## src/rtl/core/lbachs_pkg.sv

```systemverilog
// ----------------------------------------------------------------------------
// lbachs_pkg
// Shared types, codes and constants for the LBA to CHS track cache.
// ----------------------------------------------------------------------------
`timescale 1ns / 1ps

package lbachs_pkg;

    // field widths
    localparam int unsigned FIELD_LBA_W = 24;
    localparam int unsigned CYL_W       = 24;
    localparam int unsigned HEAD_W      = 8;
    localparam int unsigned SEC_W       = 25;
    localparam int unsigned SPT_W       = 7;
    localparam int unsigned HEADS_W     = 9;
    localparam int unsigned OFF_W       = 6;
    localparam int unsigned CSTART_W    = 6;
    localparam int unsigned CLEN_W      = 5;
    localparam int unsigned NLEN_W      = 5;
    localparam int unsigned S_W         = 6;
    localparam int unsigned CHUNK_W     = 2;
    localparam int unsigned ACT_W       = 3;
    localparam int unsigned CFG_IDX_W   = 2;
    localparam int unsigned CFG_DATA_W  = 9;

    // geometry limits
    localparam int unsigned MAX_CHUNK   = 22;
    localparam int unsigned MAX_SPT     = 63;
    localparam int unsigned MAX_HEADS   = 256;
    localparam int unsigned TAG_STRIDE  = 4;
    localparam int unsigned TAG_LO_W    = $clog2(TAG_STRIDE);

    // divide by 3 via reciprocal, exact for the 47..65 range used here
    localparam int unsigned RECIP3       = 171;
    localparam int unsigned RECIP3_SHIFT = 9;

    // register indexes
    localparam logic [CFG_IDX_W-1:0] CFG_SPT   = 2'd0;
    localparam logic [CFG_IDX_W-1:0] CFG_HEADS = 2'd1;

    typedef enum logic [ACT_W-1:0] {
        ACT_HIT_RECENT = 3'd0,
        ACT_HIT_OLDER  = 3'd1,
        ACT_FILLED     = 3'd2,
        ACT_FILL_FAIL  = 3'd3,
        ACT_BAD_CHUNK  = 3'd4,
        ACT_BAD_GEO    = 3'd5
    } t_action;

    typedef enum logic [2:0] {
        ST_IDLE,
        ST_DIV_TRK,
        ST_CHUNK,
        ST_DIV_CYL,
        ST_DONE
    } t_state;

    typedef struct packed {
        logic busy;
        logic done;
    } t_div_stat;

    typedef struct packed {
        logic commit;
        logic fill_ok;
        logic bad_geo;
        logic clear;
    } t_cache_ctl;

    typedef struct packed {
        t_action action;
        logic    slot;
    } t_cache_res;

    // chunk length: nlen = (spt + q) / (q + 1), q = (spt - 1) / 22
    function automatic logic [NLEN_W-1:0] f_nlen(input logic [S_W-1:0] spt);
        logic [S_W:0] sum1;
        logic [S_W:0] sum2;
        logic [15:0]  prod;
        sum1 = {1'b0, spt} + 7'd1;
        sum2 = {1'b0, spt} + 7'd2;
        prod = 16'(sum2) * 16'(RECIP3);
        if (spt <= S_W'(MAX_CHUNK)) begin
            return NLEN_W'(spt);
        end else if (spt <= S_W'(2 * MAX_CHUNK)) begin
            return NLEN_W'(sum1 >> 1);
        end else begin
            return NLEN_W'(prod >> RECIP3_SHIFT);
        end
    endfunction

endpackage

```

## src/rtl/core/lba_to_chs_track_cache_core.sv

```systemverilog
// Sequence: an accepted item runs the shared one-bit-per-cycle divider twice
//   (track, then cylinder) before the result is registered; bad geometry skips it.
// A new item is taken only once the previous one has left for the output register.
// Reset: synchronous, active low; geometry returns to 7 sectors and 2 heads,
//   both cache slots and the bad-chunk mark become invalid.
// ----------------------------------------------------------------------------
// lba_to_chs_track_cache_core
// Logical sector to cylinder/head/sector conversion with a two-entry chunk
// cache deciding hit, fill or single-sector fallback.
// ----------------------------------------------------------------------------
`timescale 1ns / 1ps

module lba_to_chs_track_cache_core #(
    parameter int LBA_WIDTH = 24
) (
    input  logic                                 i_clk,
    input  logic                                 i_rst_n,
    // input item channel
    input  logic                                 i_in_valid,
    output logic                                 o_in_stall,
    input  logic [lbachs_pkg::FIELD_LBA_W-1:0]   i_logical_sector,
    input  logic                                 i_fill_ok,
    // result item channel
    output logic                                 o_out_valid,
    input  logic                                 i_out_stall,
    output logic [lbachs_pkg::ACT_W-1:0]         o_action,
    output logic [lbachs_pkg::CYL_W-1:0]         o_cylinder,
    output logic [lbachs_pkg::HEAD_W-1:0]        o_head,
    output logic [lbachs_pkg::SEC_W-1:0]         o_sector,
    output logic                                 o_slot,
    output logic [lbachs_pkg::OFF_W-1:0]         o_offset_in_chunk,
    output logic [lbachs_pkg::CSTART_W-1:0]      o_chunk_start,
    output logic [lbachs_pkg::CLEN_W-1:0]        o_chunk_length,
    // configuration write channel
    input  logic                                 i_cfg_valid,
    output logic                                 o_cfg_ready,
    input  logic [lbachs_pkg::CFG_IDX_W-1:0]     i_cfg_index,
    input  logic [lbachs_pkg::CFG_DATA_W-1:0]    i_cfg_data
);
    import lbachs_pkg::*;

    // Only the low LBA_WIDTH bits of the 24-bit field take part.
    localparam int LW = (LBA_WIDTH < FIELD_LBA_W) ? LBA_WIDTH : FIELD_LBA_W;
    // Chunk tag: cylinder*heads*4 + head*4 + chunk + 1 == track*4 + chunk + 1,
    // so the tag is just the track number with the chunk code below it.
    localparam int TW = LW + TAG_LO_W;

    // ------------------------------------------------------------------
    // Configuration registers
    // ------------------------------------------------------------------
    logic [SPT_W-1:0]   r_spt;
    logic [HEADS_W-1:0] r_heads;
    logic               cfg_wr;
    logic               cfg_hit;
    t_state             r_state, n_state;

    // writes only land between items; an offered item goes first
    assign o_cfg_ready = (r_state == ST_IDLE) && !i_in_valid;
    assign cfg_wr      = i_cfg_valid && o_cfg_ready;
    // writes beyond the register list are dropped and leave the cache alone
    assign cfg_hit     = cfg_wr && ((i_cfg_index == CFG_SPT) || (i_cfg_index == CFG_HEADS));

    always_ff @(posedge i_clk) begin
        if (!i_rst_n) begin
            r_spt   <= SPT_W'(7);
            r_heads <= HEADS_W'(2);
        end else if (cfg_wr) begin
            if (i_cfg_index == CFG_SPT) begin
                r_spt <= i_cfg_data[SPT_W-1:0];
            end
            if (i_cfg_index == CFG_HEADS) begin
                r_heads <= i_cfg_data[HEADS_W-1:0];
            end
        end
    end

    // Geometry is unusable for 0 or >63 sectors per track, 0 or >256 heads.
    logic bad_geo;
    assign bad_geo = (r_spt == '0) || (r_spt > SPT_W'(MAX_SPT))
                  || (r_heads == '0) || (r_heads > HEADS_W'(MAX_HEADS));

    // ------------------------------------------------------------------
    // Sequencer
    // ------------------------------------------------------------------
    logic    in_acc;
    logic    out_free;
    logic    div_start;
    logic    commit;
    logic    r_out_valid;
    logic [LW-1:0] r_trk;

    t_div_stat          div_stat;
    logic [LW-1:0]      div_dividend;
    logic [HEADS_W-1:0] div_divisor;
    logic [LW-1:0]      div_quot;
    logic [HEADS_W-1:0] div_rem;

    assign o_in_stall = (r_state != ST_IDLE);
    assign in_acc     = i_in_valid && !o_in_stall;
    // the output register frees up in the same cycle it is taken
    assign out_free   = !r_out_valid || !i_out_stall;

    always_comb begin
        n_state   = r_state;
        div_start = 1'b0;
        commit    = 1'b0;
        unique case (r_state)
            ST_IDLE: begin
                if (in_acc) begin
                    if (bad_geo) begin
                        n_state = ST_DONE;
                    end else begin
                        n_state   = ST_DIV_TRK;
                        div_start = 1'b1;
                    end
                end
            end
            ST_DIV_TRK: begin
                if (div_stat.done) begin
                    n_state = ST_CHUNK;
                end
            end
            ST_CHUNK: begin
                // second pass: track / heads
                div_start = 1'b1;
                n_state   = ST_DIV_CYL;
            end
            ST_DIV_CYL: begin
                if (div_stat.done) begin
                    n_state = ST_DONE;
                end
            end
            ST_DONE: begin
                if (out_free) begin
                    commit  = 1'b1;
                    n_state = ST_IDLE;
                end
            end
            default: begin
                n_state = ST_IDLE;
            end
        endcase
    end

    always_ff @(posedge i_clk) begin
        if (!i_rst_n) begin
            r_state <= ST_IDLE;
        end else begin
            r_state <= n_state;
        end
    end

    // ------------------------------------------------------------------
    // Shared divider: first lba / spt, then track / heads
    // ------------------------------------------------------------------
    assign div_dividend = (r_state == ST_IDLE) ? i_logical_sector[LW-1:0] : r_trk;
    assign div_divisor  = (r_state == ST_IDLE) ? HEADS_W'(r_spt) : r_heads;

    lbachs_div #(
        .DW (LW),
        .VW (HEADS_W)
    ) u_div (
        .i_clk      (i_clk),
        .i_rst_n    (i_rst_n),
        .i_start    (div_start),
        .i_dividend (div_dividend),
        .i_divisor  (div_divisor),
        .o_stat     (div_stat),
        .o_quot     (div_quot),
        .o_rem      (div_rem)
    );

    // ------------------------------------------------------------------
    // Per-item working registers
    // ------------------------------------------------------------------
    logic [LW-1:0]       r_lba;
    logic                r_fill_ok;
    logic                r_bad_geo;
    logic [NLEN_W-1:0]   r_nlen;
    logic [S_W-1:0]      r_s;
    logic [LW-1:0]       r_cyl;
    logic [HEAD_W-1:0]   r_hd;
    logic [CHUNK_W-1:0]  r_chunk;
    logic [OFF_W-1:0]    r_off;
    logic [CSTART_W-1:0] r_cstart;
    logic [CLEN_W-1:0]   r_clen;

    // chunk split of the sector within the track; chunk never exceeds 2
    logic [S_W-1:0]      n1, n2, base, rest;
    logic [CHUNK_W-1:0]  n_chunk;
    logic [CLEN_W-1:0]   n_clen;

    always_comb begin
        n1   = S_W'(r_nlen);
        n2   = S_W'({r_nlen, 1'b0});
        priority if (r_s < n1) begin
            n_chunk = CHUNK_W'(0);
            base    = '0;
        end else if (r_s < n2) begin
            n_chunk = CHUNK_W'(1);
            base    = n1;
        end else begin
            n_chunk = CHUNK_W'(2);
            base    = n2;
        end
        // the last chunk is clipped at the track end
        rest   = r_spt[S_W-1:0] - base;
        n_clen = (rest < n1) ? CLEN_W'(rest) : r_nlen;
    end

    always_ff @(posedge i_clk) begin
        if (in_acc) begin
            r_lba     <= i_logical_sector[LW-1:0];
            r_fill_ok <= i_fill_ok;
            r_bad_geo <= bad_geo;
            r_nlen    <= f_nlen(r_spt[S_W-1:0]);
        end
        if (r_state == ST_DIV_TRK && div_stat.done) begin
            r_s   <= div_rem[S_W-1:0];
            r_trk <= div_quot;
        end
        if (r_state == ST_CHUNK) begin
            r_chunk  <= n_chunk;
            r_off    <= OFF_W'(r_s - base);
            r_cstart <= CSTART_W'(base + S_W'(1));
            r_clen   <= n_clen;
        end
        if (r_state == ST_DIV_CYL && div_stat.done) begin
            r_hd  <= div_rem[HEAD_W-1:0];
            r_cyl <= div_quot;
        end
    end

    // ------------------------------------------------------------------
    // Chunk cache
    // ------------------------------------------------------------------
    logic [TW-1:0] tag;
    t_cache_ctl    cache_ctl;
    t_cache_res    cache_res;

    assign tag = {r_trk, TAG_LO_W'(r_chunk) + TAG_LO_W'(1)};

    assign cache_ctl.commit  = commit;
    assign cache_ctl.fill_ok = r_fill_ok;
    assign cache_ctl.bad_geo = r_bad_geo;
    assign cache_ctl.clear   = cfg_hit;

    lbachs_cache #(
        .TW (TW)
    ) u_cache (
        .i_clk   (i_clk),
        .i_rst_n (i_rst_n),
        .i_tag   (tag),
        .i_ctl   (cache_ctl),
        .o_res   (cache_res)
    );

    // ------------------------------------------------------------------
    // Output register: holds one finished item while the next is worked on
    // ------------------------------------------------------------------
    t_action             r_action;
    logic [CYL_W-1:0]    r_cyl_o;
    logic [HEAD_W-1:0]   r_head_o;
    logic [SEC_W-1:0]    r_sec_o;
    logic                r_slot_o;
    logic [OFF_W-1:0]    r_off_o;
    logic [CSTART_W-1:0] r_cstart_o;
    logic [CLEN_W-1:0]   r_clen_o;

    always_ff @(posedge i_clk) begin
        if (!i_rst_n) begin
            r_out_valid <= 1'b0;
        end else if (commit) begin
            r_out_valid <= 1'b1;
        end else if (!i_out_stall) begin
            r_out_valid <= 1'b0;
        end
    end

    always_ff @(posedge i_clk) begin
        if (commit) begin
            r_action <= cache_res.action;
            r_slot_o <= cache_res.slot;
            if (r_bad_geo) begin
                // raw number taken as the sector on cylinder 0, head 0
                r_cyl_o    <= '0;
                r_head_o   <= '0;
                r_sec_o    <= SEC_W'(r_lba) + SEC_W'(1);
                r_off_o    <= '0;
                r_cstart_o <= '0;
                r_clen_o   <= '0;
            end else begin
                r_cyl_o    <= CYL_W'(r_cyl);
                r_head_o   <= r_hd;
                r_sec_o    <= SEC_W'(r_s) + SEC_W'(1);
                r_off_o    <= r_off;
                r_cstart_o <= r_cstart;
                r_clen_o   <= r_clen;
            end
        end
    end

    assign o_out_valid       = r_out_valid;
    assign o_action          = r_action;
    assign o_cylinder        = r_cyl_o;
    assign o_head            = r_head_o;
    assign o_sector          = r_sec_o;
    assign o_slot            = r_slot_o;
    assign o_offset_in_chunk = r_off_o;
    assign o_chunk_start     = r_cstart_o;
    assign o_chunk_length    = r_clen_o;

endmodule

```

## src/rtl/core/lbachs_div.sv

```systemverilog
// ----------------------------------------------------------------------------
// lbachs_div
// Shared restoring divider, one quotient bit per cycle.
// ----------------------------------------------------------------------------
`timescale 1ns / 1ps

module lbachs_div #(
    parameter int DW = 24,
    parameter int VW = 9
) (
    input  logic                  i_clk,
    input  logic                  i_rst_n,
    input  logic                  i_start,
    input  logic [DW-1:0]         i_dividend,
    input  logic [VW-1:0]         i_divisor,
    output lbachs_pkg::t_div_stat o_stat,
    output logic [DW-1:0]         o_quot,
    output logic [VW-1:0]         o_rem
);
    import lbachs_pkg::*;

    localparam int CW = $clog2(DW);
    localparam logic [CW-1:0] LAST = CW'(DW - 1);

    logic [DW-1:0] r_quot, n_quot;
    logic [VW-1:0] r_rem,  n_rem;
    logic [VW-1:0] r_div;
    logic [CW-1:0] r_cnt,  n_cnt;
    logic          r_busy, n_busy;
    logic          r_done, n_done;

    logic [VW:0]   rem_sh;
    logic [VW:0]   diff;
    logic          ge;

    always_comb begin
        rem_sh = {r_rem, r_quot[DW-1]};
        ge     = rem_sh >= {1'b0, r_div};
        diff   = rem_sh - {1'b0, r_div};
        n_quot = r_quot;
        n_rem  = r_rem;
        n_cnt  = r_cnt;
        n_busy = r_busy;
        n_done = 1'b0;
        if (i_start) begin
            n_quot = i_dividend;
            n_rem  = '0;
            n_cnt  = '0;
            n_busy = 1'b1;
        end else if (r_busy) begin
            n_quot = {r_quot[DW-2:0], ge};
            n_rem  = ge ? diff[VW-1:0] : rem_sh[VW-1:0];
            n_cnt  = r_cnt + CW'(1);
            if (r_cnt == LAST) begin
                n_busy = 1'b0;
                n_done = 1'b1;
            end
        end
    end

    always_ff @(posedge i_clk) begin
        if (!i_rst_n) begin
            r_busy <= 1'b0;
            r_done <= 1'b0;
            r_cnt  <= '0;
        end else begin
            r_busy <= n_busy;
            r_done <= n_done;
            r_cnt  <= n_cnt;
        end
    end

    always_ff @(posedge i_clk) begin
        r_quot <= n_quot;
        r_rem  <= n_rem;
        if (i_start) begin
            r_div <= i_divisor;
        end
    end

    assign o_stat.busy = r_busy;
    assign o_stat.done = r_done;
    assign o_quot      = r_quot;
    assign o_rem       = r_rem;

endmodule

```

## src/rtl/core/lbachs_cache.sv

```systemverilog
// ----------------------------------------------------------------------------
// lbachs_cache
// Two-entry chunk tag cache with most-recent pointer and one bad-chunk tag.
// ----------------------------------------------------------------------------
`timescale 1ns / 1ps

module lbachs_cache #(
    parameter int TW = 26
) (
    input  logic                   i_clk,
    input  logic                   i_rst_n,
    input  logic [TW-1:0]          i_tag,
    input  lbachs_pkg::t_cache_ctl i_ctl,
    output lbachs_pkg::t_cache_res o_res
);
    import lbachs_pkg::*;

    logic [TW-1:0] r_tag0, r_tag1, n_tag0, n_tag1;
    logic [TW-1:0] r_bad_tag, n_bad_tag;
    logic [1:0]    r_valid, n_valid;
    logic          r_recent, n_recent;
    logic          r_bad_valid, n_bad_valid;

    logic eq0, eq1, hit_bad, hit_rec, hit_oth, oth;

    always_comb begin
        eq0     = r_valid[0] && (r_tag0 == i_tag);
        eq1     = r_valid[1] && (r_tag1 == i_tag);
        oth     = ~r_recent;
        hit_bad = r_bad_valid && (r_bad_tag == i_tag);
        hit_rec = r_recent ? eq1 : eq0;
        hit_oth = r_recent ? eq0 : eq1;

        o_res.action = ACT_FILLED;
        o_res.slot   = 1'b0;
        n_tag0       = r_tag0;
        n_tag1       = r_tag1;
        n_bad_tag    = r_bad_tag;
        n_valid      = r_valid;
        n_recent     = r_recent;
        n_bad_valid  = r_bad_valid;

        priority if (i_ctl.bad_geo) begin
            o_res.action = ACT_BAD_GEO;
            n_valid      = 2'b00;
        end else if (hit_bad) begin
            o_res.action = ACT_BAD_CHUNK;
            n_valid      = 2'b00;
        end else if (hit_rec) begin
            o_res.action = ACT_HIT_RECENT;
            o_res.slot   = r_recent;
        end else if (hit_oth) begin
            o_res.action = ACT_HIT_OLDER;
            o_res.slot   = oth;
            n_recent     = oth;
        end else begin
            // miss: older slot becomes recent and takes the fill
            n_recent    = oth;
            n_bad_valid = 1'b0;
            if (i_ctl.fill_ok) begin
                o_res.action = ACT_FILLED;
                o_res.slot   = oth;
                n_valid[oth] = 1'b1;
                if (oth) begin
                    n_tag1 = i_tag;
                end else begin
                    n_tag0 = i_tag;
                end
            end else begin
                o_res.action = ACT_FILL_FAIL;
                n_bad_tag    = i_tag;
                n_bad_valid  = 1'b1;
                n_valid      = 2'b00;
            end
        end
    end

    always_ff @(posedge i_clk) begin
        if (!i_rst_n) begin
            r_valid     <= 2'b00;
            r_recent    <= 1'b0;
            r_bad_valid <= 1'b0;
        end else if (i_ctl.clear) begin
            r_valid     <= 2'b00;
            r_bad_valid <= 1'b0;
        end else if (i_ctl.commit) begin
            r_valid     <= n_valid;
            r_recent    <= n_recent;
            r_bad_valid <= n_bad_valid;
        end
    end

    always_ff @(posedge i_clk) begin
        if (i_ctl.commit) begin
            r_tag0    <= n_tag0;
            r_tag1    <= n_tag1;
            r_bad_tag <= n_bad_tag;
        end
    end

endmodule

```

## config.mk

```make
export PLATFORM = sky130hd
export DESIGN_NAME = lba_to_chs_track_cache_core
export DESIGN_NICKNAME = d
export VERILOG_FILES = /design/src/rtl/core/lbachs_pkg.sv /design/src/rtl/core/lba_to_chs_track_cache_core.sv /design/src/rtl/core/lbachs_div.sv /design/src/rtl/core/lbachs_cache.sv
export SDC_FILE = /design/constraint.sdc
export NUM_CORES = 1
export LEC_CHECK = 0
export BUFFER_PORTS_ARGS = -buffer_cell sky130_fd_sc_hd__buf_2
export CELL_PAD_IN_SITES_DETAIL_PLACEMENT = 1
export CELL_PAD_IN_SITES_GLOBAL_PLACEMENT = 2
export CORE_MARGIN = 5
export CORE_UTILIZATION = 46
export DETAILED_ROUTE_END_ITERATION = 10
export HOLD_SLACK_MARGIN = 0.1
export PLACE_DENSITY = 0.83
export SYNTH_ARGS = -nofsm -noshare
export SYNTH_HDL_FRONTEND = slang
export SYNTH_HIERARCHICAL = 1
export SYNTH_SLANG_ARGS = --single-unit
```

## constraint.sdc

```tcl
create_clock -name i_clk -period 14.1 [get_ports i_clk]
set_clock_uncertainty 0.1 [all_clocks]
set_input_delay 0 -clock i_clk [delete_from_list [all_inputs] [get_ports i_clk]]
set_output_delay 0 -clock i_clk [all_outputs]
set_load 0.01 [all_outputs]
```

## Yosys cells after proc, flatten, opt, wreduce, memory -nomap -nowiden

Cells that the tools add are included.

- Bits of input ports: 41
- Flip-flop bits (word level): 341
- Output and inout port bits: 81

- Bitwise logic cells: 10
- Equal/unequal tests: 16
- Mux-type cells: 44
- Add/sub/neg operators: 10
- $mul: 1
- Reductions and logical operators: 39
- Order comparisons: 10

Operator list:

| kind | number |
|---|---|
| 26-bit == test | 3 |
| 24-bit two-way mux | 3 |
| 24-bit by 1-bit adder with 25-bit output (second input constant) | 1 |
| 25-bit two-way mux | 1 |
| 1-bit two-way mux | 17 |
| 3-bit two-way mux | 5 |
| 5-bit two-way mux | 3 |
| 3-bit one-hot mux with 5 select lines | 1 |
| 7-bit by 8-bit multiplier with 14-bit output (second input constant) | 1 |
| 7-bit AND reduction | 2 |
| 6-bit by 1-bit adder with 6-bit output (second input constant) | 2 |
| 6-bit by 5-bit less-than comparator with 1-bit output | 2 |
| 2-bit two-way mux | 6 |
| 6-bit two-way mux | 2 |
| 6-bit subtractor | 2 |
| 10-bit by 9-bit >= comparator with 1-bit output | 1 |
| 1-bit logical AND | 10 |
| 5-bit AND reduction | 2 |
| 9-bit greater-than comparator (second input constant) | 1 |
| 9-bit zero test | 1 |
| 9-bit two-way mux | 1 |
| 1-bit NOT | 9 |
| 9-bit subtractor | 1 |
| 4-bit two-way mux | 2 |
| other kinds (36) | 51 |

## Depth between registers and ports, before layout

Gate-level depths: netlist of the first run.

- Word-level depth: 11
- Mapped depth: 20
- Gate-level depth less buffers: 18

## Hierarchy

The synthesis of the first run kept the hierarchy.

Modules (own cells, without submodules):

| module | times used | sequential area each (um^2) | area each (um^2) | cells an instance |
|---|---|---|---|---|
| lba_to_chs_track_cache_core | 1 | 6105.9 | 10167.3 | 811 |
| lbachs_cache | 1 | 2422.3 | 3503.4 | 219 |
| lbachs_div | 1 | 1311.3 | 2456.1 | 201 |

## Worst setup path before layout of the first run

OpenSTA, ideal clock, no wires.

- Path kind: reg-to-reg
- From: reg r_state[1]
- To: reg u_cache.r_bad_tag[0], enable pin
- Cell stages (with the launch flop): 7
- Path buffers: 1
- Clock period less this slack: 7.127 ns
- Path slack: 6.973 ns
- Library setup time: 0.409 ns
- Arrival time: 6.618 ns
- Path through: dfxtp_1 clkbuf_1 nor2_1 nand2_1 a21oi_1 nand4_2 nor2_1

- Word-level cells in the longest chain between the ends: 3

RTL lines:

| element | line | text |
|---|---|---|
| from (decl) | lba_to_chs_track_cache_core.sv:55 | `t_state r_state, n_state;` |
| from (signal assigned) | lba_to_chs_track_cache_core.sv:149 | `r_state <= n_state;` |
| 3-bit == test | lba_to_chs_track_cache_core.sv:107 | `unique case (r_state)` |
| 1-bit two-way mux | lba_to_chs_track_cache_core.sv:107 |  |
| named net commit | lba_to_chs_track_cache_core.sv:88 | `logic commit;` |
| 6-bit AND reduction (no source line) | -- |  |
| to (signal assigned) | lbachs_cache.sv:97 | `r_bad_tag <= n_bad_tag;` |
| to (decl) | lbachs_cache.sv:19 | `logic [TW-1:0] r_bad_tag, n_bad_tag;` |

The timed path passes the listed nets, and every way through them passes these cells.
A chain may end at the register's enable or synchronous reset.

## Final worst setup path of the first run

- From: reg r_spt[2]
- To: reg r_nlen[4], data pin

- Word-level cells in the longest chain between the ends: 4
- Elaborated cells on any way between the ends: 7

RTL lines:

| element | line | text |
|---|---|---|
| from (decl) | lba_to_chs_track_cache_core.sv:51 | `logic [SPT_W-1:0] r_spt;` |
| from (signal assigned) | lba_to_chs_track_cache_core.sv:69 | `r_spt <= i_cfg_data[SPT_W-1:0];` |
| 6-bit by 2-bit adder with 7-bit output | lbachs_pkg.sv:81 | `sum2 = {1'b0, spt} + 7'd2;` |
| 7-bit by 8-bit multiplier with 14-bit output | lbachs_pkg.sv:82 | `prod = 16'(sum2) * 16'(RECIP3);` |
| 5-bit two-way mux | lbachs_pkg.sv:85 | `end else if (spt <= S_W'(2 * MAX_CHUNK)) begin` |
| 5-bit two-way mux (*) | lbachs_pkg.sv:83 | `if (spt <= S_W'(MAX_CHUNK)) begin` |
| to (signal assigned) | lba_to_chs_track_cache_core.sv:216 | `r_nlen <= f_nlen(r_spt[S_W-1:0]);` |
| to (decl) | lba_to_chs_track_cache_core.sv:179 | `logic [NLEN_W-1:0] r_nlen;` |

Mark *: on every way between the ends. The rest lies on a longest branch, timed or not.

==> flow_summary.toml, run 1 <==
[worst_setup_path]
rr_worst_depth = 17
critical_path.max_fanout = 12
r2r-end = "r_nlen[4]"
crit_chain = "ha_1 -> nand3_1 -> xor2_1 -> inv_1 -> ha_1 -> fa_1 -> inv_1 -> fa_1 -> inv_1 -> fa_1 -> ha_1 -> o21a_1 -> o21ai_0 -> o31ai_1 -> o31ai_1 -> xnor2_1 -> o22a_1"
reg2reg_setup_slack_ns = 8.81
criticalPathCategory = "reg -> reg"
critPathMaxStageDelay_ns = 0.59
r2r-start = "r_spt[2]"
slowest_stage = "dfxtp_1"
cp-start-kind = "flop"
cpLargestDelayFamily = "adder cells"
cp-end-kind = "flop"
critPathArrivalTime_ns = 5.44
critical_path_required_ns = 14.25
critPathBufInv = 3

[final_layout]
area.growth.synth_to_final_pct = 17.71
nets = 1542
n_antenna_cell = 0
drive_gt1_share_pct = 17.58
fin_cells = 1900

[pwr]
seqPwrFrac_pct = 48.8
pwr-share-clk_pct = 38.3
internal_power_uw = 1843
ir_drop_mv = 0.07903
p_per_area_nw_per_um2 = 130.0
p_sw_share_pct = 25.25
leakage_uw = 0.007190
p_comb_share_pct = 13.0
power_switching_uw = 622.5

[drt]
viasPerCell = 5.406
num_vias = 10270
first_iter_violations = 583
ant_nets = 0
drc_errors = 0
wl_met1_um = 17950
wl_per_cell_um = 21.39
drt_pass1_iterations = 4
route.top_layer_used = "met5"
wirelength_um = 40650
wl_met3_um = 1838
wl_met2_um = 20060

[clocking]
clk_latency_ns = 0.52
cts_tree = "yes"
cts-root-buf = "clkbuf_16"
cts_setup_buffers = 0
clk_pin_slew_ns = 0.06
cts-buffers-inserted = 38
clk_path_buf_depth = 3
htreeDepth = 2
postCtsResizedCells = 0
cts_sinks = 341

[die]
die_y_um = 197.2
core_area_um2 = 34540
die_area_um2 = 38890
initial_core_util_pct = 46.66
placementRows = 68
die_w_um = 197.2
io_pins = 122

[timing]
tns_ns = 0
post-route-min-period_ns = 5.285
fin_ws_ns = 8.815
maxSlewHeadroom_pct = 27.90
fin_crit_sh_pct = 37.48
rsz0062_at_grt = "false"
worst_pin_slew_ns = 1.079
setup_viol = 0
slew_viol_final = 0
fmax_mhz = 189.2
hold_viol = 0

[global_routing]
antenna_found_initial = 4
overflow = 0
grt_max_degree = 62
grt_pass1_wl_um = 63270
grtUsageTotal_pct = 20.76
grt_pass1_vias = 10990

[min_path]
holdPathStages = 2
min_from = "i_logical_sector[8]"
hold_path.class = "in -> reg"
min_to = "r_lba[8]"

[outcome]
status = "completed"

[flow_run]
maxCapViolCount = 0

[place]
gp_congestion = 0.8179
port_buffers = 121
dp.cells = 1781
place_ws_ns = 8.825
hpwl_um = 28540

[synth]
synth_cells = 1230
yosysWarningCount = 6
synth_area_um2 = 16120
syn_area_per_cell_um2 = 13.11
-- sequential cells by signal (all words and copies together) (netlist names), 6 cells and up --
register           count
r_spt                  7
r_cyl                 24
o_offset_in_chunk      6
o_head                 8
r_s                    6
r_trk                 24
r_off                  6
u_div/o_quot          24
r_hd                   8
o_sector              25
u_div/r_div            9
r_cstart               6
o_cylinder            24
u_cache/r_tag1        26
r_lba                 24
u_cache/r_bad_tag     26
o_chunk_start          6
r_heads                9
u_cache/r_tag0        26
u_div/o_rem            9
-- power groups by stage --
stage / sequential (uW) / combinational [uW] / clock (uW)
2_1_floorplan: 1200 / 226 / 0
3_5_place_dp: 1220 / 310 / 0
3_3_place_gp: 1220 / 302 / 0
5_1_grt: 1210 / 358 / 1010
4_1_cts: 1200 / 324 / 965
6_report: 1200 / 320 / 943
-- metrics by stage --
stage | hold slack [ns] | utilization, % | instance area, um2 | power, uW
3_5_place_dp | 0.08904 | 50.03 | 17280 | 1535
5_1_grt | 0.1279 | 54.93 | 18970 | 2577
4_1_cts | 0.1206 | 54.93 | 18970 | 2493
3_3_place_gp | 0.08660 | 50.03 | 17280 | 1524
2_1_floorplan | -0.05247 | - | 16120 | 1427
6_report | 0.1353 | 54.93 | 18970 | 2466
-- layer usage --
metal | track usage (%) | vias up
li1 | - | 4813
met1 | 27.99 | 5177
met2 | 35.57 | 216
met3 | 3.479 | 58
met4 | 4.571 | 8
met5 | 0 | -
-- cell type report --
cell class / count / area (um2)
Clock buffer: 49 / 1025
Inverter: 57 / 214.0
Tap cell: 455 / 569.3
Sequential cell: 341 / 9839
Fill cell: 3503 / 15570
Timing Repair Buffer: 186 / 1221
Clock inverter: 19 / 158.9
Multi-Input combinational cell: 793 / 5947
-- layout by cell type (no fill, tap or decap), types with 11 or more instances in the layout --
master           n
buf_4           14
ha_1            72
fa_1            12
nand3_1         31
mux2i_1         26
edfxtp_1       301
dlygate4sd3_1   51
nand2_1        131
a21oi_1         25
a211oi_1        11
nor2b_1         72
xor2_1          54
and2_1          16
buf_2          121
xnor2_1         79
nand2b_1        12
o21ai_0         21
dfxtp_1         40
nor2_1          32
nand4_1         22
mux2_2          29
inv_1           56
clkbuf_16       39
-- worst max-delay path by stage --
| stage | startpoint | cells past startpoint | to | slack, ns |
|---|---|---|---|---|
| after floorplan | r_state[1] | 6 | u_cache/r_bad_tag[0] | 6.97 |
| after global placement | r_spt[2] | 17 | r_nlen[4] | 8.99 |
| after detailed placement | r_spt[2] | 17 | r_nlen[4] | 8.83 |
| after CTS | r_spt[2] | 17 | r_nlen[4] | 8.79 |
| after global routing | r_spt[2] | 17 | r_nlen[3] | 8.51 |
| final | r_spt[2] | 17 | r_nlen[4] | 8.81 |
-- timing repair --
| action | 4_1_cts | 5_1_grt |
|---|---|---|
| hold endpoints to repair | 85 | 0 |
| hold buffers | 51 | 0 |
| endpoints found under the setup margin | 0 | 0 |
Note: power is estimated with default switching activity, not from simulation.
==> inputs of run 2 (changes only) <==
--- a/config.mk
+++ b/config.mk
@@ -9,10 +9,10 @@
 export CELL_PAD_IN_SITES_DETAIL_PLACEMENT = 1
 export CELL_PAD_IN_SITES_GLOBAL_PLACEMENT = 2
 export CORE_MARGIN = 5
-export CORE_UTILIZATION = 46
+export CORE_UTILIZATION = 38
 export DETAILED_ROUTE_END_ITERATION = 10
 export HOLD_SLACK_MARGIN = 0.1
-export PLACE_DENSITY = 0.83
+export PLACE_DENSITY = 0.73
 export SYNTH_ARGS = -nofsm -noshare
 export SYNTH_HDL_FRONTEND = slang
 export SYNTH_HIERARCHICAL = 1
==> constraint.sdc (replaced) <==
create_clock -name i_clk -period 4.69 [get_ports i_clk]
set_clock_uncertainty 0.1 [all_clocks]
set_input_delay 0 -clock i_clk [delete_from_list [all_inputs] [get_ports i_clk]]
set_output_delay 0 -clock i_clk [all_outputs]
set_load 0.01 [all_outputs]
==> run 2 against run 1 <==
  * Critical path depth unchanged
  * Combinational power grew to 3.2 times the previous value
  * Sequential share of layout area down 1.3 points
  * Wire length is 4.9% higher
  * Maximum frequency grew 18%
  * Sequential cell count unchanged
  * Die area up 20%
  * Largest cell class unchanged
  * Largest power group unchanged
==> flow_summary.toml, run 2 (same netlist as run 1, synthesis figures left out) <==
[clocking]
htreeDepth = 2
clk_path_buf_depth = 3
cts-buffers-inserted = 39
clk_latency_ns = 0.55
cts_tree = "yes"
clk_pin_slew_ns = 0.06
cts_setup_buffers = 0
cts-root-buf = "clkbuf_16"
cts_sinks = 341

[drt]
first_iter_violations = 512
drc_errors = 0
wirelength_um = 42650
num_vias = 10380
ant_nets = 0
drt_pass1_iterations = 4
viasPerCell = 5.154
wl_per_cell_um = 21.18

[pwr]
ir_drop_mv = 0.2314
leakage_uw = 0.007376
p_comb_share_pct = 13.2
finalPower_uw = 7666
p_sw_share_pct = 25.24
pwr-share-clk_pct = 39.7
power_switching_uw = 1935
p_per_area_nw_per_um2 = 393.9
seqPwrFrac_pct = 47.1
internal_power_uw = 5731

[timing]
rsz0062_at_grt = "true"
hold_viol = 0
worst_pin_slew_ns = 0.8763
fin_crit_sh_pct = 95.12
maxSlewHeadroom_pct = 41.49
slew_viol_final = 0
fmax_mhz = 224.2
post-route-min-period_ns = 4.461
setup_viol = 0

[die]
io_pins = 122
core_area_um2 = 41950
die_area_um2 = 46640
initial_core_util_pct = 38.43
die_w_um = 216.0
die_y_um = 216.0
placementRows = 75

[final_layout]
multiInputGateArea_um2 = 6003
regArea_um2 = 9846
nets = 1573
layout_commonest_cell = "edfxtp_1"
fillCellCount = 4287
area.growth.synth_to_final_pct = 20.75
drive_gt1_share_pct = 19.54
fin_cells = 2013
reg_top3 = "u_cache/r_bad_tag x26, u_cache/r_tag0 x26, u_cache/r_tag1 x26"
layout_common_cells = "edfxtp_1, nand2_1, buf_2"
n_antenna_cell = 0

[place]
port_buffers = 121
hpwl_um = 30470
dp.cells = 1887
gp_congestion = 0.8399

[global_routing]
grt_max_degree = 82
overflow = 0
grt_pass1_vias = 11050
grtUsageTotal_pct = 18.08
antenna_found_initial = 0
grt_pass1_wl_um = 65970

[worst_setup_path]
cp-start-kind = "flop"
critPathArrivalTime_ns = 4.65
critPathBufInv = 3
critical_path.max_fanout = 5
cpLargestDelayFamily = "adder cells"
slowest_stage = "fa_1"
crit_chain = "ha_4 -> nand3_1 -> xor2_2 -> inv_1 -> ha_1 -> fa_1 -> inv_1 -> fa_1 -> inv_1 -> fa_1 -> ha_1 -> a211oi_2 -> o211a_1 -> o31ai_4 -> o31ai_2 -> xnor2_1 -> o22a_1"
criticalPathCategory = "reg -> reg"
critPathMaxStageDelay_ns = 0.50
critical_path_required_ns = 4.88
cp-end-kind = "flop"

[flow_run]
maxCapViolCount = 0

[outcome]
status = "completed"

[min_path]
hold_path.class = "in -> reg"
-- run 2: stage by stage --
stage	instance area [um2]	utilization, %	hold WS (ns)	TNS (ns)	worst slack, ns
floorplan	16140	-	-0.05247	0	0.03942
global placement	17560	41.86	0.1090	0	0.1747
detailed placement	17560	41.86	0.1061	0	0.01592
CTS	19410	46.28	0.1023	0	0.07869
global route	19460	46.40	0.1141	-0.08792	-0.04536
finish	19460	46.40	0.1327	0	0.2288
-- run 2: per-layer routing --
metal	wire, um	global-route usage (%)	share of wire, %	vias to the layer above
li1	-	-	-	4886
met2	20730	30.46	49	159
met1	19610	24.63	46	5273
met3	1362	3.027	3.2	58
met4	943	4.304	2.2	0
met5	0	0	0	-
-- run 2: cell type report --
cell class	count	area share (%)
repair buffers	216	7.534
clock buffers	48	5.239
multi-input cells	793	30.84
clock inverters	19	1.234
flip-flops and latches	341	50.58
inverters	57	1.099
well taps	539	3.465
-- run 2: path summary, 6_finish.rpt --
kind	startpoint	end	slack, ns	cells after the start
setup / recovery	r_spt[2]	r_nlen[4]	0.23	17
setup reg to reg	r_spt[2]	r_nlen[4]	0.23	17
hold reg to reg	u_div/o_quot[3]	r_trk[3]	0.38	0
hold / removal	i_logical_sector[3]	r_lba[3]	0.13	2
-- run 2: what timing repair did --
item,in CTS,in global routing
pin swaps,0,6
cloned,0,0
hold endpoints to repair,105,0
hold buffers,59,0
setup endpoints to repair,1,8
resized for setup,1,13
-- run 2: power groups by stage --
| stage | sequential (uW) | clock (uW) | combinational [uW] |
|---|---|---|---|
| after floorplan | 3610 | 0 | 679 |
| after global placement | 3680 | 0 | 940 |
| after detailed placement | 3680 | 0 | 962 |
| after CTS | 3620 | 3130 | 1010 |
| after global routing | 3630 | 3280 | 1130 |
| final | 3610 | 3040 | 1010 |
==> inputs of run 3 (changes only) <==
--- a/config.mk
+++ b/config.mk
@@ -5,12 +5,15 @@
 export SDC_FILE = /design/constraint.sdc
 export NUM_CORES = 1
 export LEC_CHECK = 0
+export ABC_AREA = 1
 export BUFFER_PORTS_ARGS = -buffer_cell sky130_fd_sc_hd__buf_2
 export CELL_PAD_IN_SITES_DETAIL_PLACEMENT = 1
 export CELL_PAD_IN_SITES_GLOBAL_PLACEMENT = 2
 export CORE_MARGIN = 5
-export CORE_UTILIZATION = 38
+export CORE_UTILIZATION = 34
+export CTS_BUF_LIST = sky130_fd_sc_hd__clkbuf_16
 export DETAILED_ROUTE_END_ITERATION = 10
+export GPL_TIMING_DRIVEN = 0
 export HOLD_SLACK_MARGIN = 0.1
 export PLACE_DENSITY = 0.73
 export SYNTH_ARGS = -nofsm -noshare
==> run 3 against run 2 <==
  * Worst hold slack improved by 0.012 ns
  * Worst setup slack better by 0.071 ns
  * Critical path depth is 2 higher
  * Design area up 11%
  * Final cell count increased by 47%
  * Clock power up 3%
  * Sequential cell count unchanged
  * Non-clock buffer count grew 22
  * Global-route usage is 1.3 points higher
  * Sequential share of layout area down 5.1 points
  * Clock-buffer cell count is 7 lower
  * Sequential power rose by 9.1%
==> flow_summary.toml, run 3 <==
[clocking]
clk_path_buf_depth = 3
clk_latency_ns = 0.58
clk_pin_slew_ns = 0.05
cts_sinks = 341
htreeDepth = 2
cts-root-buf = "clkbuf_16"
cts-buffers-inserted = 40
cts_tree = "yes"

[worst_setup_path]
reg2reg_setup_slack_ns = 0.30
r2r-end = "r_nlen[4]"
criticalPathCategory = "reg -> reg"
rr_worst_depth = 19
critPathArrivalTime_ns = 4.58
critical_path_required_ns = 4.88
critical_path.max_fanout = 11
r2r-start = "r_spt[1]"
cp-end-kind = "flop"
cp-start-kind = "flop"

[timing]
rsz0062_at_grt = "false"
tns_ns = 0
fin_crit_sh_pct = 93.61
hold_viol = 0
post-route-min-period_ns = 4.390
fmax_mhz = 227.8
worst_pin_slew_ns = 1.296
setup_viol = 0
slew_viol_final = 0
maxSlewHeadroom_pct = 13.50

[die]
die_y_um = 238.9
die_area_um2 = 57070
initial_core_util_pct = 34.52
die_w_um = 238.9
placementRows = 83
io_pins = 122
core_area_um2 = 51610

[min_path]
min_from = "i_logical_sector[21]"
hold_path.class = "in -> reg"
min_to = "r_lba[21]"
holdPathStages = 2

[pwr]
leakage_uw = 0.009912
internal_power_uw = 6259
p_sw_share_pct = 31.14
p_per_area_nw_per_um2 = 420.1
power_switching_uw = 2831
p_comb_share_pct = 22.1
ir_drop_mv = 0.2573
pwr-share-clk_pct = 34.5
seqPwrFrac_pct = 43.4

[synth]
syn_area_per_cell_um2 = 8.912
synth_area_um2 = 17810
synth_cells = 1999
yosysWarningCount = 6

[drt]
first_iter_violations = 717
drt_pass1_iterations = 5
ant_nets = 0
num_vias = 13860
wirelength_um = 55620
drc_errors = 0
viasPerCell = 4.680
wl_per_cell_um = 18.78

[final_layout]
reg_top3 = "u_cache/r_bad_tag x26, u_cache/r_tag0 x26, u_cache/r_tag1 x26"
final_util_pct = 41.92
layout_common_cells = "nand2_1, inv_1, edfxtp_1"
fillCellCount = 6012
layout_commonest_cell = "nand2_1"
area.growth.synth_to_final_pct = 21.46
nets = 2376
drive_gt1_share_pct = 13.11

[place]
hpwl_um = 43040
gp_congestion = 0.8776
port_buffers = 121

[global_routing]
antenna_found_initial = 4
overflow = 0
grt_pass1_vias = 14560
grtUsageTotal_pct = 19.41
grt_max_degree = 32
grt_pass1_wl_um = 85250

[outcome]
status = "completed"

[flow_run]
maxCapViolCount = 0
[run 3: worst max-delay path, cell delays in order (launching register included)]
cell and delay (ns):
dfxtp_2 0.40, inv_1 0.33, nor2_1 0.14, nand2_1 0.17, inv_1 0.09, ha_1 0.20
fa_1 0.48, inv_1 0.06, fa_1 0.49, inv_1 0.05, fa_1 0.45, ha_1 0.34
nand2_1 0.09, inv_1 0.06, nand2_1 0.07, nand3_1 0.11, a21oi_1 0.22, nand3b_1 0.10
nand3_1 0.09, nand3_1 0.08
[run 3: area by class of cell]
| class | count | area [um2] | share of cell area, % |
|---|---|---|---|
| clock buffer | 41 | 1026 | 4.742 |
| timing repair buffer | 209 | 1569 | 7.251 |
| inverter | 336 | 1262 | 5.835 |
| sequential | 341 | 9842 | 45.49 |
| antenna | 1 | 2.502 | 0.01157 |
| multi-input combinational | 1294 | 6625 | 30.62 |
| clock inverter | 31 | 302.8 | 1.399 |
| tap | 680 | 850.8 | 3.932 |
| buffer | 29 | 156.4 | 0.7228 |
[run 3: repair_timing]
item / 4_1_cts / 5_1_grt
setup endpoints to repair: 5 / 6
gates resized for setup: 2 / 5
hold buffers: 79 / 0
buffers inserted: 0 / 2
pin swaps: 0 / 0
hold endpoints to repair: 89 / 0
[run 3: stage by stage]
stage | total power, uW | area (um2) | hold WS (ns) | instances | worst slack (ns)
global route | 9621 | 21630 | 0.1281 | 2961 | 0.003264
CTS | 9200 | 21610 | 0.1003 | 2959 | 0.04526
floorplan | 5270 | 17830 | -0.001131 | 2000 | 0.6411
global placement | 5893 | 19280 | 0.1240 | 2801 | -1.153
detailed placement | 5960 | 19480 | 0.1276 | 2808 | -0.08488
finish | 9090 | 21640 | 0.1445 | 2962 | 0.2998
[run 3: how the worst max path moves through the flow]
stage / startpoint / cells after the start / slack [ns] / to
floorplan: r_spt[1] / 19 / 0.64 / r_nlen[4]
global placement: r_state[2] / 6 / -1.15 / u_cache/r_tag0[22]
detailed placement: r_spt[1] / 17 / -0.08 / r_nlen[4]
CTS: r_spt[2] / 18 / 0.05 / r_nlen[4]
global route: r_nlen[4] / 21 / 0.003 / r_clen[4]
finish: r_spt[1] / 19 / 0.30 / r_nlen[4]
[run 3: metal layers]
metal	share of wire [%]	global-route usage [%]
met1	46	25.70
met2	49	33.61
met3	3.4	3.023
met4	2.3	4.669
met5	0	0
[run 3: power groups by stage]
stage	clock [uW]	combinational (uW)	sequential (uW)
global route	3350	2290	3970
finish	3140	2010	3940
floorplan	0	1380	3890
CTS	3230	2020	3950
global placement	0	1880	4010
detailed placement	0	1950	4010
